$ cat src/rtl/core/phpc_pkg.sv
// Package for the packet header parser with checksum verify.
// Holds the result beat type, status and kind codes, and the ones' complement add.
// No dependencies.
`default_nettype none

package phpc_pkg;

    localparam int unsigned HDR_BYTES  = 14;
    localparam int unsigned Q_DEPTH    = 4;
    localparam int unsigned Q_PTR_W    = $clog2(Q_DEPTH);
    localparam int unsigned TDATA_W    = 112;

    localparam logic KIND_PAYLOAD = 1'b0;
    localparam logic KIND_SUMMARY = 1'b1;

    localparam logic [1:0] ST_OK      = 2'd0;
    localparam logic [1:0] ST_BAD_SUM = 2'd1;
    localparam logic [1:0] ST_TRUNC   = 2'd2;

    typedef struct packed {
        logic               kind;
        logic [7:0]         payload_byte;
        logic [31:0]        source_address;
        logic [31:0]        dest_address;
        logic signed [15:0] sequence_number;
        logic [15:0]        length_bits;
        logic [1:0]         status;
        logic               end_of_run;
    } result_t;

    function automatic logic [15:0] ones_add(input logic [15:0] a, input logic [15:0] w);
        logic [16:0] s;
        s = {1'b0, a} + {1'b0, w};
        return s[15:0] + {15'd0, s[16]};
    endfunction

endpackage

`default_nettype wire

$ cat src/rtl/core/phpc_parse.sv
// Header capture, payload pass-through and running checksum for one byte per cycle while in_accept is high.
// Produces up to two result beats per accepted byte. Depends on phpc_pkg.
`default_nettype none

module phpc_parse (
    input  wire logic              aclk,
    input  wire logic              aresetn,
    input  wire logic              in_accept,
    input  wire logic [7:0]        rx_byte,
    input  wire logic              end_of_packet,
    output phpc_pkg::result_t      res_a,
    output phpc_pkg::result_t      res_b,
    output logic [1:0]             res_cnt
);
    import phpc_pkg::*;

    logic [15:0] count_reg, count_next, count_upd;
    logic [15:0] sum_reg, sum_next, sum_upd;
    logic [7:0]  pend_reg, pend_next, pend_upd;
    logic [31:0] src_reg, src_next, src_upd;
    logic [31:0] dst_reg, dst_next, dst_upd;
    logic [15:0] seq_reg, seq_next, seq_upd;
    logic [15:0] csum_reg, csum_next, csum_upd;
    logic [15:0] len_reg, len_next, len_upd;

    logic [15:0] limit_cur, limit_upd, final_sum;
    logic [7:0]  v, mask;
    logic [1:0]  status;
    logic        in_pkt;
    result_t     pay_res, sum_res;

    assign limit_cur = 16'(HDR_BYTES) + 16'((17'(len_reg) + 17'd7) >> 3);
    assign limit_upd = 16'(HDR_BYTES) + 16'((17'(len_upd) + 17'd7) >> 3);
    assign in_pkt    = count_reg < limit_cur;
    assign mask      = ~(8'hFF >> len_reg[2:0]);

    always_comb begin
        src_upd  = src_reg;
        dst_upd  = dst_reg;
        seq_upd  = seq_reg;
        csum_upd = csum_reg;
        len_upd  = len_reg;
        v        = rx_byte;
        if (in_pkt && count_reg < 16'(HDR_BYTES)) begin
            case (count_reg[3:0])
                4'd0:    src_upd[31:24] = rx_byte;
                4'd1:    src_upd[23:16] = rx_byte;
                4'd2:    src_upd[15:8]  = rx_byte;
                4'd3:    src_upd[7:0]   = rx_byte;
                4'd4:    dst_upd[31:24] = rx_byte;
                4'd5:    dst_upd[23:16] = rx_byte;
                4'd6:    dst_upd[15:8]  = rx_byte;
                4'd7:    dst_upd[7:0]   = rx_byte;
                4'd8:    seq_upd[15:8]  = rx_byte;
                4'd9:    seq_upd[7:0]   = rx_byte;
                4'd10: begin
                    csum_upd[15:8] = rx_byte;
                    v              = 8'd0;
                end
                4'd11: begin
                    csum_upd[7:0] = rx_byte;
                    v             = 8'd0;
                end
                4'd12:   len_upd[15:8]  = rx_byte;
                default: len_upd[7:0]   = rx_byte;
            endcase
        end else if (in_pkt && count_reg == limit_cur - 16'd1 && len_reg[2:0] != 3'd0) begin
            v = rx_byte & mask;
        end
    end

    always_comb begin
        count_upd = count_reg;
        sum_upd   = sum_reg;
        pend_upd  = pend_reg;
        if (in_pkt) begin
            count_upd = count_reg + 16'd1;
            if (!count_reg[0]) begin
                pend_upd = v;
            end else begin
                sum_upd = ones_add(sum_reg, {pend_reg, v});
            end
        end
    end

    assign final_sum = count_upd[0] ? ones_add(sum_upd, {pend_upd, 8'd0}) : sum_upd;

    always_comb begin
        if (count_upd < 16'(HDR_BYTES) || count_upd < limit_upd) begin
            status = ST_TRUNC;
        end else if (~final_sum == csum_upd) begin
            status = ST_OK;
        end else begin
            status = ST_BAD_SUM;
        end
    end

    always_comb begin
        pay_res              = '0;
        pay_res.kind         = KIND_PAYLOAD;
        pay_res.payload_byte = v;
        pay_res.end_of_run   = !end_of_packet;

        sum_res                 = '0;
        sum_res.kind            = KIND_SUMMARY;
        sum_res.source_address  = src_upd;
        sum_res.dest_address    = dst_upd;
        sum_res.sequence_number = seq_upd;
        sum_res.length_bits     = len_upd;
        sum_res.status          = status;
        sum_res.end_of_run      = 1'b1;
    end

    always_comb begin
        res_a   = sum_res;
        res_b   = sum_res;
        res_cnt = 2'd0;
        if (in_accept) begin
            if (in_pkt && count_reg >= 16'(HDR_BYTES)) begin
                res_a   = pay_res;
                res_cnt = end_of_packet ? 2'd2 : 2'd1;
            end else if (end_of_packet) begin
                res_cnt = 2'd1;
            end
        end
    end

    always_comb begin
        count_next = count_reg;
        sum_next   = sum_reg;
        pend_next  = pend_reg;
        src_next   = src_reg;
        dst_next   = dst_reg;
        seq_next   = seq_reg;
        csum_next  = csum_reg;
        len_next   = len_reg;
        if (in_accept) begin
            if (end_of_packet) begin
                count_next = '0;
                sum_next   = '0;
                pend_next  = '0;
                src_next   = '0;
                dst_next   = '0;
                seq_next   = '0;
                csum_next  = '0;
                len_next   = '0;
            end else begin
                count_next = count_upd;
                sum_next   = sum_upd;
                pend_next  = pend_upd;
                src_next   = src_upd;
                dst_next   = dst_upd;
                seq_next   = seq_upd;
                csum_next  = csum_upd;
                len_next   = len_upd;
            end
        end
    end

    always_ff @(posedge aclk) begin
        if (!aresetn) begin
            count_reg <= '0;
            sum_reg   <= '0;
            pend_reg  <= '0;
            src_reg   <= '0;
            dst_reg   <= '0;
            seq_reg   <= '0;
            csum_reg  <= '0;
            len_reg   <= '0;
        end else begin
            count_reg <= count_next;
            sum_reg   <= sum_next;
            pend_reg  <= pend_next;
            src_reg   <= src_next;
            dst_reg   <= dst_next;
            seq_reg   <= seq_next;
            csum_reg  <= csum_next;
            len_reg   <= len_next;
        end
    end

endmodule

`default_nettype wire

$ cat src/rtl/core/phpc_out_queue.sv
// Small result queue that takes up to two beats per cycle and gives one per cycle on pop.
// Depends on phpc_pkg.
`default_nettype none

module phpc_out_queue (
    input  wire logic              aclk,
    input  wire logic              aresetn,
    input  phpc_pkg::result_t      push_a,
    input  phpc_pkg::result_t      push_b,
    input  wire logic [1:0]        push_cnt,
    output logic                   space2,
    output phpc_pkg::result_t      head,
    output logic                   head_valid,
    input  wire logic              pop
);
    import phpc_pkg::*;

    result_t              entry_reg [Q_DEPTH];
    logic [Q_PTR_W-1:0]   wr_ptr_reg, wr_ptr_next, wr_ptr_b;
    logic [Q_PTR_W-1:0]   rd_ptr_reg, rd_ptr_next;
    logic [Q_PTR_W:0]     count_reg, count_next;
    logic                 do_pop;

    assign head_valid  = count_reg != '0;
    assign head        = entry_reg[rd_ptr_reg];
    assign do_pop      = pop && head_valid;
    assign space2      = count_reg <= (Q_PTR_W+1)'(Q_DEPTH - 2);
    assign wr_ptr_b    = wr_ptr_reg + Q_PTR_W'(1);
    assign wr_ptr_next = wr_ptr_reg + Q_PTR_W'(push_cnt);
    assign rd_ptr_next = rd_ptr_reg + Q_PTR_W'(do_pop);
    assign count_next  = count_reg + (Q_PTR_W+1)'(push_cnt) - (Q_PTR_W+1)'(do_pop);

    always_ff @(posedge aclk) begin
        if (push_cnt != 2'd0) begin
            entry_reg[wr_ptr_reg] <= push_a;
        end
        if (push_cnt == 2'd2) begin
            entry_reg[wr_ptr_b] <= push_b;
        end
    end

    always_ff @(posedge aclk) begin
        if (!aresetn) begin
            wr_ptr_reg <= '0;
            rd_ptr_reg <= '0;
            count_reg  <= '0;
        end else begin
            wr_ptr_reg <= wr_ptr_next;
            rd_ptr_reg <= rd_ptr_next;
            count_reg  <= count_next;
        end
    end

endmodule

`default_nettype wire

$ cat src/rtl/core/packet_header_parse_checksum_top.sv
// Top level of the packet header parser with ones' complement checksum verify.
// A result beat is registered in the result queue before it is offered on m_tdata.
// Throughput: one byte beat per cycle; a last byte that is a payload byte gives
// two result beats, and s_tready falls while the four-entry result queue holds three or more.
// Reset (aresetn low, synchronous) clears the parser state and empties the result queue.
// Depends on phpc_pkg, phpc_parse and phpc_out_queue.
`default_nettype none

module packet_header_parse_checksum_top (
    input  wire logic        aclk,
    input  wire logic        aresetn,
    input  wire logic        s_tvalid,
    output logic             s_tready,
    input  wire logic [7:0]  s_tdata,   // rx_byte
    input  wire logic        s_tlast,   // end_of_packet
    output logic             m_tvalid,
    input  wire logic        m_tready,
    output logic [phpc_pkg::TDATA_W-1:0] m_tdata,
    // m_tdata from bit 0: payload_byte, source_address, dest_address,
    // sequence_number, length_bits, status, then zero fill.
    output logic             m_tuser,   // kind
    output logic             m_tlast    // end_of_run
);
    import phpc_pkg::*;

    result_t    res_a, res_b, head;
    logic [1:0] res_cnt;
    logic       space2, in_accept;

    assign s_tready  = space2;
    assign in_accept = s_tvalid && s_tready;

    phpc_parse u_parse (
        .aclk          (aclk),
        .aresetn       (aresetn),
        .in_accept     (in_accept),
        .rx_byte       (s_tdata),
        .end_of_packet (s_tlast),
        .res_a         (res_a),
        .res_b         (res_b),
        .res_cnt       (res_cnt)
    );

    phpc_out_queue u_queue (
        .aclk       (aclk),
        .aresetn    (aresetn),
        .push_a     (res_a),
        .push_b     (res_b),
        .push_cnt   (res_cnt),
        .space2     (space2),
        .head       (head),
        .head_valid (m_tvalid),
        .pop        (m_tready)
    );

    assign m_tdata = {6'd0, head.status, head.length_bits, head.sequence_number,
                      head.dest_address, head.source_address, head.payload_byte};
    assign m_tuser = head.kind;
    assign m_tlast = head.end_of_run;

endmodule

`default_nettype wire
$ cat config.mk
export PLATFORM = sky130hd
export DESIGN_NAME = packet_header_parse_checksum_top
export DESIGN_NICKNAME = d
export VERILOG_FILES = /design/src/rtl/core/phpc_pkg.sv /design/src/rtl/core/phpc_parse.sv /design/src/rtl/core/phpc_out_queue.sv /design/src/rtl/core/packet_header_parse_checksum_top.sv
export SDC_FILE = /design/constraint.sdc
export NUM_CORES = 1
export LEC_CHECK = 0
export BUFFER_PORTS_ARGS = -buffer_cell sky130_fd_sc_hd__buf_2
export CORE_MARGIN = 3
export CORE_UTILIZATION = 50
export CTS_CLUSTER_DIAMETER = 200
export DETAILED_ROUTE_END_ITERATION = 12
export PLACE_DENSITY = 0.63
export SETUP_SLACK_MARGIN = 0.1
export SLEW_MARGIN = 10
export SYNTH_ARGS = -nofsm -noshare
export SYNTH_HDL_FRONTEND = slang
export SYNTH_SLANG_ARGS = --single-unit
$ cat constraint.sdc
create_clock -name aclk -period 13.5 [get_ports aclk]
set_input_delay 2.025 -clock aclk [delete_from_list [all_inputs] [get_ports aclk]]
set_output_delay 2.025 -clock aclk [all_outputs]
set_load 0.01 [all_outputs]
-- Yosys cells after proc, flatten, opt, wreduce, memory -nomap -nowiden
Memory sizes are Yosys's and may differ from the RTL's. A register that Yosys moved wholly into a read port is not among the register bits.
Index checks and enable logic that the tools add are counted.
- add/sub/neg operators: 15
- order comparisons: 6
- eq/ne operators: 15
- shift-type cells: 1
- multiplexer cells: 49
- bitwise operators: 3
- reductions and logical operators: 14
- operators with widths (cell ; number):
    108-bit 2-to-1 mux ; 2
    16-bit 2-to-1 mux ; 12
    8-bit 2-to-1 mux ; 20
    32-bit 2-to-1 mux ; 4
    16-bit by 16-bit adder with 17-bit output ; 2
    16-bit by 3-bit adder with 17-bit output, second input constant ; 2
    16-bit by 1-bit adder with 16-bit output ; 2
    16-bit equality test ; 2
    16-bit < comparator ; 2
    16-bit by 4-bit < comparator with 1-bit output, second input constant ; 2
    4-bit by 14-bit adder with 15-bit output, first input constant ; 2
    4-bit equality test, second input constant ; 5
    16-bit by 1-bit adder with 16-bit output, second input constant ; 1
    4-bit by 3-bit equality test with 1-bit output, second input constant ; 4
    16-bit by 4-bit greater-or-equal comparator with 1-bit output, second input constant ; 1
    16-bit inverter ; 1
    16-bit by 1-bit subtractor with 16-bit output, second input constant ; 1
    13-bit OR reduction ; 1
    2-bit 2-to-1 mux ; 5
    8-bit AND ; 1
    4-bit by 2-bit equality test with 1-bit output, second input constant ; 2
    8-bit inverter ; 1
    8-bit by 3-bit right shift with 8-bit output, first input constant ; 1
    1-bit logical AND ; 6
    other kinds (15) ; 21
- register bits: 159
- RAM bits: 432
- input bits: 13
- memories: 1
- memories (name ; words ; bits a word ; read ports ; clocked after memory_dff ; wr ports ; RTL line ; text):
    u_queue.entry_reg ; 4 ; 108 ; 1 ; 1 ; 2 ; phpc_out_queue.sv:18 ; result_t entry_reg [Q_DEPTH];

-- Depth between registers and ports, before layout
- word-level depth: 21
- mapped depth: 61

-- Cells and area by module
A second synthesis with hierarchy kept.
- cell total of the unflattened synthesis: 2921
- area, all modules: 34737.1 µm²
- modules (own cells, without submodules) (module ; times used ; cells an instance ; area an instance (µm²) ; sequential area each (µm²)):
    phpc_out_queue ; 1 ; 1089 ; 21150.3 ; 13112.6
    phpc_parse ; 1 ; 1824 ; 13531.7 ; 3042.9
    packet_header_parse_checksum_top ; 1 ; 8 ; 55.1 ; 0.0

-- Worst setup path after synthesis
No wires, ideal clock.
- path type: register to register
- start point: register u_parse.len_reg[1]
- end point: memory u_queue.entry_reg[0][1] (netlist name), data pin
- library setup time: 269 ps
- arrival time: 11195 ps
- data required time: 13231 ps
- setup slack: 2037 ps
- stages on the path, launching flop included: 60
- path buffers: 4
- clock period less this slack: 11463 ps
- path through: dfxtp_1 > clkbuf_1 > o31ai_4 > xnor2_1 > inv_1 > ha_1 > clkbuf_1 > o21ai_1 > a21oi_1 > a2111oi_0 > o21a_1 > inv_1 > ha_1 > a21o_1 > a211oi_2 > nand2_1 > o21ai_1 > buf_2 > [24 not listed] > ha_1 > fa_1 > a21o_1 > a21oi_1 > o21bai_1 > a21oi_1 > o21ai_0 > a21o_1 > ha_1 > and3_1 > maj3_1 > o221ai_1 > xor2_1 > nand4_1 > nor4_1 > nand4_1 > a2111oi_4 > nor3_1
- RTL lines (item ; RTL line ; text):
    start: declaration ; phpc_parse.sv:24 ; logic [15:0] len_reg, len_next, len_upd;
    start signal: assignment ; phpc_parse.sv:178 ; len_reg <= len_next;
    end: declaration ; phpc_out_queue.sv:18 ;

==> flow_metrics.env <==
export IMPL_drive_gt1_frac=0.152
export IMPL_finalClockSkew_ps=12.4
export IMPL_critPathMostFrequentCell="ha_1"
export IMPL_path_buf_inv=4
export IMPL_worst_pin_slew_ps=1240
export IMPL_die_y_um=252
export IMPL_status="finished, final reports clean"
export IMPL_synth_top_cell_area_share=0.388
export IMPL_regArea_mm2=0.0158
export IMPL_nFillCells=5062
export IMPL_grt_usage=0.275
export IMPL_max_vdd_ir_drop_v=0.000145
export IMPL_cts_buffer_depth=3
export IMPL_clk_latency_ps=620
export IMPL_synth_area_leaders="edfxtp_1, dfxtp_1, mux4_2, nor2_1, mux2i_1"
export IMPL_crit_fanout=7
export IMPL_ys_seq_area_frac=0.519
export IMPL_relSlewSlack=0.166
export IMPL_power_mw=4.79
export IMPL_rows=89
export IMPL_cp_data_arrival_time_ps=12720
export IMPL_hold_class="reg2reg"
export IMPL_drt_first_pass_iters=6
export IMPL_yosysMostFrequentCell="nor2_1"
export IMPL_grt_max_degree=103
export IMPL_cts_buffers=61
export IMPL_synth_seq_cells=591
export IMPL_cts_hold_fix_buffers=0
export IMPL_critical_path_max_stage_delay_ps=560
export IMPL_final_hold_viol_count=0
export IMPL_wl_per_cell_um=24.5
export IMPL_synth_edf_count=392
export IMPL_route_detailed_drc=0
export IMPL_rsz0062_at_grt="no"
export IMPL_initial_utilization=0.510
export IMPL_worstPathRequired_ps=13830
export IMPL_drv_cap=0
export IMPL_grt_pass1_vias=22159
export IMPL_avgSynthCellArea_um2=11.1
export IMPL_antenna_found_initial=2
export IMPL_io_buffers=122
export IMPL_slew_violations=0
export IMPL_multiInputGateArea_mm2=0.0139
export IMPL_hpwl_mm=54.3
export IMPL_period_share=0.918
export IMPL_drt_vias_per_instance=6.17
export IMPL_largest_reg_flops=432
export IMPL_die_w_um=252
export IMPL_cts_tree="yes"
export IMPL_critPathKind="reg2reg"
export IMPL_area_growth_synth_to_final_pct=11.1
export IMPL_synth_area_mm2=0.0303
export IMPL_nets=2873
export IMPL_startpoint_type="flip-flop"
export IMPL_htree_levels=2
export IMPL_vias=22291
export IMPL_p_leak_nw=11.8
export IMPL_crit_reg2reg_launch="u_parse.len_reg[3]"
export IMPL_worstSetupEndpointType="flip-flop"
export IMPL_ios=129
export IMPL_gp_congestion=0.975
export IMPL_grt_pass1_wl_mm=134
export IMPL_gr_total_overflow=0
export IMPL_yosys_warnings=0
export IMPL_ys_flop_type="edfxtp_1"
export IMPL_setup_viol=0
export IMPL_fmax_mhz=80.7
export IMPL_p_per_area_mw_per_mm2=142
export IMPL_period_minus_slack_ps=12390
export IMPL_die_area_mm2=0.0637
export IMPL_syn_inst=2733
export IMPL_startpoint="u_parse.len_reg[3]"
export IMPL_path_clk_slew_ps=60
export IMPL_critPathTopFamily="compound AO/OA/AOI/OAI gates"
export IMPL_postSynth_asyncResetShare=0
export IMPL_yosys_top_cells_count="nor2_1, edfxtp_1, dfxtp_1"
export IMPL_cts_root_buf="clkbuf_16"
export IMPL_cp_slowest_cell="or4_1"
export IMPL_yosys_area_top_type="edfxtp_1"
export IMPL_tns_ps=0
export IMPL_core_area_mm2=0.0595
export IMPL_ant_nets=0
export IMPL_routed_wl_mm=88.5
export IMPL_min_delay_start="u_queue.entry_reg[2][107]"
export IMPL_synth_cell_types=94
export IMPL_drt_initial_drc_count=2018
export IMPL_cts_sinks=591
==> cell families after synthesis <==
| group | after synthesis | share of synthesized area |
|---|---|---|
| muxes | 237 | 0.123 |
| xor gates and xnor gates | 100 | 0.0293 |
| adders and majority gates | 76 | 0.0319 |
| AOI/OAI and AO/OA | 454 | 0.104 |
| and+or+nand+nor | 1045 | 0.162 |
| DFF | 591 | 0.519 |
| buffers and inverters | 228 | 0.0294 |
| other | 2 | 0.000248 |
==> where the power goes <==
| group | switching [mW] | internal, mW |
|---|---|---|
| Sequential | 0.0522 | 2.01 |
| Combinational | 0.630 | 0.411 |
| Clock | 0.712 | 0.975 |
| Total | 1.39 | 3.40 |
==> layout make-up <==
cell class | instances | area share
Sequential cell | 591 | 0.468
Multi-Input combinational cell | 1920 | 0.411
Clock buffer | 85 | 0.0505
Tap cell | 773 | 0.0287
Timing Repair Buffer | 158 | 0.0266
Clock inverter | 30 | 0.00872
Inverter | 54 | 0.00631
Antenna cell | 2 | 0.000149
==> worst paths after layout <==
kind	endpoint	slack, ps	cells after the start
worst max-delay path	u_queue.entry_reg[1][1]	1110	55
worst max register to register	u_queue.entry_reg[1][1]	1110	55
worst min register to register	u_queue.entry_reg[2][107]	450	2
worst min-delay path	u_queue.entry_reg[2][107]	450	2
==> tightest hold or removal path, cell delays in order, from the launching register on <==
cell     delay (ps)
dfxtp_1         310
nand2_1          50
nand2_1          50
==> repair_timing <==
action,in CTS,in global routing
resized for setup,0,20
setup buffers,0,3
setup endpoints to repair,0,4
endpoints found under the hold margin,0,0
==> per-layer routing <==
layer,GRT usage,vias to the layer above,part of all wire
met1,0.369,11123,0.41
met4,0.0898,2,0.032
met3,0.0449,165,0.073
met5,0,-,0.00023
li1,-,10109,-
met2,0.458,892,0.48
==> placed cells by master (no fill, tap or decap), drive strengths merged, types with 8 or more instances in the layout <==
master	n
and3	25
o21ai	111
a21o	26
or2	9
o21a	12
mux4	108
nand3	40
o31ai	15
xnor2	63
a211oi	11
nand4	18
clkinv	23
a21oi	50
buf	158
inv	55
and2	35
edfxtp	392
xor2	36
mux2i	123
a22oi	131
nand2	167
or4	9
nor2b	145
nor4	18
a31oi	10
clkbuf	85
or3	14
conb	8
nor2	473
ha	71
nand2b	17
o211ai	15
nor3	49
dfxtp	199
==> metrics by stage <==
step                setup slack (ps)  hold WS [ps]  area, µm²  utilization  instances
floorplan                       2040           418      30400            -       2739
global placement                 950           432      31600        0.531       3493
detailed placement               551           439      31600        0.531       3493
CTS                              492           447      33600        0.565       3608
global route                     150           462      33700        0.567       3612
finish                          1110           449      33700        0.567       3613
No activity file was read; power rests on OpenSTA's default activity.
